## src/tpo_pkg.sv

```systemverilog
// ----------------------------------------------------------------------------
// tpo_pkg
// Shared constants, types and constant functions for the Tukey pulse
// oscillator: sizes, register indexes, the exp2 step table and the ramp table.
// ----------------------------------------------------------------------------
package tpo_pkg;

    // Sizes of the design.
    localparam int CHANNELS          = 16;
    localparam int PHASE_BITS        = 32;
    localparam int COSINE_TABLE_BITS = 10;

    localparam int IDX_W = (CHANNELS > 1) ? $clog2(CHANNELS) : 1;

    // Ramp table covers u = 0 .. half a table turn.
    localparam int RAMP_DEPTH  = (1 << (COSINE_TABLE_BITS - 1)) + 1;
    localparam int RAMP_ADDR_W = $clog2(RAMP_DEPTH);

    // Sequencer counter covers the exp2 steps and the quotient bits.
    localparam int EXP_STEPS = 11;
    localparam int CNT_W = $clog2((COSINE_TABLE_BITS > EXP_STEPS) ?
                                  COSINE_TABLE_BITS : EXP_STEPS);

    // Phase step shift is 62 - octave - PHASE_BITS, octave = q[15:11] - 10.
    localparam int SHIFT_BASE = 72 - PHASE_BITS;

    // Register indexes of the configuration port.
    localparam int CFG_IDX_W = 3;
    localparam logic [CFG_IDX_W-1:0] CFG_PITCH_OFFSET = 3'd0;
    localparam logic [CFG_IDX_W-1:0] CFG_WIDTH_KNOB   = 3'd1;
    localparam logic [CFG_IDX_W-1:0] CFG_TAPER_KNOB   = 3'd2;
    localparam logic [CFG_IDX_W-1:0] CFG_LFO_MODE     = 3'd3;
    localparam logic [CFG_IDX_W-1:0] CFG_BIPOLAR_MODE = 3'd4;
    localparam logic [CFG_IDX_W-1:0] CFG_C4_INCREMENT = 3'd5;

    // Reset values of the registers.
    localparam logic [15:0] WIDTH_KNOB_RESET   = 16'd32768;
    localparam logic [15:0] TAPER_KNOB_RESET   = 16'd32768;
    localparam logic [31:0] C4_INCREMENT_RESET = 32'd23409861;

    // Fixed point constants.
    localparam logic [63:0] ONE_Q30  = 64'd1073741824;
    localparam logic [63:0] HALF_Q30 = 64'd536870912;
    localparam logic [63:0] PI_Q30   = 64'd3373259426;

    // Voltages in Q5.11.
    localparam logic signed [17:0] PITCH_MIN   = -18'sd20480;
    localparam logic signed [17:0] PITCH_MAX   = 18'sd20480;
    localparam logic signed [17:0] LFO_SHIFT   = 18'sd10240;
    localparam logic [15:0]        LEVEL_TOP   = 16'd20480;
    localparam logic [15:0]        BIPOLAR_SHIFT = 16'd10240;

    // Knob range in Q0.16, and 2^24 / 5 rounded up for the CV / 10 scaling.
    localparam logic signed [18:0] KNOB_MAX   = 19'sd65536;
    localparam logic [21:0]        DIV5_RECIP = 22'd3355444;

    // 2^(2^b / 2048) in Q30.
    localparam logic [30:0] EXP2_STEP [EXP_STEPS] = '{
        31'd1074105294, 31'd1074468888, 31'd1075196443, 31'd1076653033,
        31'd1079572136, 31'd1085434106, 31'd1097253708, 31'd1121280436,
        31'd1170923762, 31'd1276901417, 31'd1518500250
    };

    // Divisors (2k)(2k+1) of the sine series terms.
    localparam logic [63:0] TAYLOR_DIV [6] = '{
        64'd6, 64'd20, 64'd42, 64'd72, 64'd110, 64'd156
    };

    typedef logic [15:0] ramp_rom_t [RAMP_DEPTH];

    // Request from the sequencer to the phase store.
    typedef struct packed {
        logic                  rd_en;
        logic                  wr_en;
        logic [IDX_W-1:0]      addr;
        logic [PHASE_BITS-1:0] wdata;
    } phase_req_t;

    // Level of a ramp point: 20480 * sin^2(pi * u / 2^COSINE_TABLE_BITS).
    function automatic logic [15:0] ramp_level(input int unsigned u);
        logic [63:0] x;
        logic [63:0] x2;
        logic [63:0] term;
        logic [63:0] s;
        longint      sum;
        x    = (PI_Q30 * 64'(u)) >> COSINE_TABLE_BITS;
        x2   = (x * x) >> 30;
        term = x;
        sum  = longint'(x);
        for (int k = 1; k <= 6; k++) begin
            term = (term * x2) >> 30;
            term = term / TAYLOR_DIV[k-1];
            if ((k % 2) == 1) begin
                sum = sum - longint'(term);
            end else begin
                sum = sum + longint'(term);
            end
        end
        if (sum < 0) begin
            sum = 0;
        end
        s = 64'(sum);
        if (s > ONE_Q30) begin
            s = ONE_Q30;
        end
        s = (s * s) >> 30;
        return 16'((64'd20480 * s + HALF_Q30) >> 30);
    endfunction

    // Whole ramp table, built at elaboration.
    function automatic ramp_rom_t ramp_table();
        ramp_rom_t t;
        for (int i = 0; i < RAMP_DEPTH; i++) begin
            t[i] = ramp_level(i);
        end
        return t;
    endfunction

    // Channel number to phase store entry.
    function automatic logic [IDX_W-1:0] chan_index(input logic [3:0] ch);
        logic [IDX_W-1:0] r;
        r = '0;
        for (int v = 0; v < 16; v++) begin
            if (ch == 4'(v)) begin
                r = IDX_W'(v % CHANNELS);
            end
        end
        return r;
    endfunction

    // Phase aligned to a Q0.32 cycle fraction.
    function automatic logic [31:0] phase_to_q32(input logic [PHASE_BITS-1:0] p);
        logic [31:0] r;
        r = '0;
        for (int i = 0; i < 32; i++) begin
            if ((i + PHASE_BITS - 32 >= 0) && (i + PHASE_BITS - 32 < PHASE_BITS)) begin
                r[i] = p[i + PHASE_BITS - 32];
            end
        end
        return r;
    endfunction

endpackage

```

## src/tpo_phase_store.sv

```systemverilog
// ----------------------------------------------------------------------------
// tpo_phase_store
// Per-channel phase memory with a registered read port and one write port.
// Valid bits cleared by reset make unwritten entries read as zero.
// ----------------------------------------------------------------------------
module tpo_phase_store (
    input  logic                          aclk,
    input  logic                          aresetn,
    input  tpo_pkg::phase_req_t           req,
    output logic [tpo_pkg::PHASE_BITS-1:0] rd_data
);

    logic [tpo_pkg::PHASE_BITS-1:0] mem [tpo_pkg::CHANNELS];
    logic [tpo_pkg::CHANNELS-1:0]   valid_reg;
    logic [tpo_pkg::PHASE_BITS-1:0] rdata_reg;
    logic                           rvalid_reg;

    // Memory array write and registered read.
    always_ff @(posedge aclk) begin
        if (req.wr_en) begin
            mem[req.addr] <= req.wdata;
        end
        if (req.rd_en) begin
            rdata_reg <= mem[req.addr];
        end
    end

    // Entry valid bits, cleared at reset.
    always_ff @(posedge aclk) begin
        if (!aresetn) begin
            valid_reg  <= '0;
            rvalid_reg <= 1'b0;
        end else begin
            if (req.wr_en) begin
                valid_reg[req.addr] <= 1'b1;
            end
            if (req.rd_en) begin
                rvalid_reg <= valid_reg[req.addr];
            end
        end
    end

    assign rd_data = rvalid_reg ? rdata_reg : '0;

endmodule

```

## config.mk

```make
export PLATFORM = sky130hd
export DESIGN_NAME = tpo_phase_store
export DESIGN_NICKNAME = d
export VERILOG_FILES = /design/src/tpo_pkg.sv /design/src/tpo_phase_store.sv
export SDC_FILE = /design/constraint.sdc
export NUM_CORES = 1
export LEC_CHECK = 0
export BUFFER_PORTS_ARGS = -buffer_cell sky130_fd_sc_hd__buf_2
export CAP_MARGIN = 30
export CORE_MARGIN = 5
export CORE_UTILIZATION = 60
export DETAILED_ROUTE_END_ITERATION = 6
export HOLD_SLACK_MARGIN = 0.1
export PLACE_DENSITY = 0.79
export SLEW_MARGIN = 30
export SYNTH_ARGS = -nofsm -noshare
export SYNTH_HDL_FRONTEND = slang
export SYNTH_SLANG_ARGS = --single-unit
```

## constraint.sdc

```tcl
create_clock -name aclk -period 15.2 [get_ports aclk]
set_input_delay 4.56 -clock aclk [delete_from_list [all_inputs] [get_ports aclk]]
set_output_delay 4.56 -clock aclk [all_outputs]
set_load 0.02 [all_outputs]
```

==> impl_metrics.tcl <==
set metrics [dict create \
    largest_reg_flops 512 \
    power.leakage_uw 0.00765 \
    netlist.top_cell.by_area "edfxtp_1" \
    netlist_area_sq_um 21100 \
    finalWirelength_um 44500 \
    crit_fanout 51 \
    finClkSkew_ps 19.1 \
    yosysSeqAreaShare_pct 78.9 \
    stdcell_area_sq_um 23900 \
    worst_margin_pin_slew_ps 857 \
    achievable-frequency_mhz 135 \
    final_cell_mix "544 x edfxtp_1, 164 x mux4_2, 68 x buf_2" \
    rows 68 \
    htree_levels 2 \
    setup_viol 0 \
    critPathLaunchType "primary input" \
    cts_root_buffer "clkbuf_16" \
    fp.dieArea_sq_um 39100 \
    synth_cell_type_count 21 \
    finalNonFillerCells 1454 \
    vias 9435 \
    cts_setup_buffers 0 \
    tot_gr_track_use_pct 23.3 \
    dr.first_iter.drc_count 1032 \
    synthesis.yosys.warnings 0 \
    path_clk_slew_ps 60 \
    worst-endpoint-arrival_ps 7720 \
    cts-root-to-sink-buffers 3 \
    insertion_delay_ps 570 \
    synth_cells 847 \
    fin_nets 997 \
    synth_top_area_share_pct 77.3 \
    ant_nets 0 \
    critical-path-max-stage-delay_ps 690 \
    utilization_pct 69.0 \
    post_cts_hold_buffer_count 0 \
    dp_hpwl_um 23100 \
    yosys-top-cells-area "edfxtp_1 77%, mux4_2 17%, dfxtp_1 1.6%, and2_1 0.98%, o21a_1 0.57%" \
    antenna_found_initial 3 \
    finalCritPeriodShare_pct 48.8 \
    finalHoldViolCount 0 \
    fin_setup_tns_ps 0 \
    post_dp_cell_area_sq_um 22100 \
    timing.critical_path.cells "clkbuf_8 -> buf_4 -> buf_12 -> buf_4 -> mux4_2 -> mux4_2" \
    io_pins 72 \
    tritoncts_num_sinks 561 \
    synth_seq_cells 561 \
    synth.net_count 887 \
    first_global_vias 10000 \
    timing.setup.critical_path_class "in -> reg" \
    post_drt_via_cell_ratio 6.49 \
    timing.max_cap.violations 0 \
    detailedRoute.firstPassIterationCount 5 \
    drive_above_1_share_pct 35.3 \
    effective_utilization_at_floorplan_pct 61.0 \
    tritoncts "yes" \
    drcViolationCount 0 \
    required_time_at_the_worst_slack_endpoint_ps 15500 \
    core_area_sq_um 34600 \
    setup_repair_after_global_routing_missed_its_margin "no" \
    hp-class "reg -> reg" \
    cts.repair.resized 0 \
    power.ir.vdd_worst_v 0.000118 \
    avgSynthCellArea_sq_um 24.9 \
    die_height_um 198 \
    grt-ovfl-total 0 \
    globalplace.congestion 0.730 \
    cp-end-kind "register" \
    route.detailed.wl_per_inst_um 30.6 \
    pwr_density_cell_nw_per_um2 135 \
    period_minus_slack_ps 7420 \
    layout.cells.most_common "edfxtp_1" \
    die_width_um 198 \
    syn_to_final_growth_pct 13.1 \
    timing.critical_path.slowest_stage_cell "buf_4" \
    numPlacedInstances 1355 \
    grt_first_pass_wirelength_um 66100 \
    pin_count_of_the_biggest_net_entering_global_routing 59 \
    maxSlewViolCount 0 \
    slew-limit-headroom_pct 42.9 \
    placement.io_buffers 71 \
    tritoncts.num_buffers 53 \
    status "complete, no violations" \
]
-- worst max-delay path: cells and delay by family --
family,cells,cell delay (ps)
buf+inv,4,1930
mux,2,1110
-- through the flow --
stage / hold WS, ps / power (uW) / worst slack [ps]
after detailed placement: 452 / 1930 / 7000
after global placement: 442 / 1920 / 7050
after CTS: 466 / 3230 / 7540
final: 467 / 3210 / 7780
after floorplan: 435 / 1870 / 7090
after global routing: 480 / 3320 / 7460
-- layout make-up --
type                            instances  area [sq um]
Clock inverter                         32           327
Timing Repair Buffer                  100           619
Antenna cell                            2          5.00
Tap cell                              455           569
Sequential cell                       561         16700
Multi-Input combinational cell        241          4290
Clock buffer                           63          1410
Fill cell                            2003         10700
-- path summary, 6_finish.rpt --
kind / slack, ps / cells after the start / endpoint / start
min reg2reg: 470 / 1 / valid_reg[14] / valid_reg[14]
max: 7780 / 6 / rdata_reg[13] / req[32]
max reg2reg: 13470 / 3 / rvalid_reg / rvalid_reg
min: 470 / 1 / valid_reg[14] / valid_reg[14]
-- where the power goes --
| part | switching, uW | internal [uW] |
|---|---|---|
| Clock | 540 | 775 |
| Combinational | 85.8 | 67.0 |
| Sequential | 11.3 | 1740 |
-- synth_stat cells --
library cell	instances
buf_12	4
nand3b_1	2
mux4_2	164
buf_1	3
a221oi_1	1
buf_2	11
or3b_1	1
nor2_1	12
o21ai_0	1
edfxtp_1	544
and2_1	33
o21a_1	16
buf_6	4
nand2_1	1
mux2i_1	2
nor3_1	4
nor2b_1	1
clkbuf_1	23
dfxtp_1	17
nand3_1	1
nand2b_1	2
-- kinds of logic after synthesis --
group	count (synthesis)	synth area share, %
DFF	561	78.9
muxes	166	17.6
and+or+nand+nor	57	1.53
buffers and inverters	45	1.31
AOI/OAI and AO/OA	18	0.634
-- layer usage --
layer | up-vias | track usage (%) | wire [um]
li1 | 3864 | - | -
met1 | 5047 | 33.0 | 17100
met2 | 436 | 39.3 | 22800
met3 | 86 | 3.96 | 3410
met4 | 2 | 5.64 | 1060
met5 | - | 0 | 20
No activity file was read; power rests on OpenSTA's default activity.
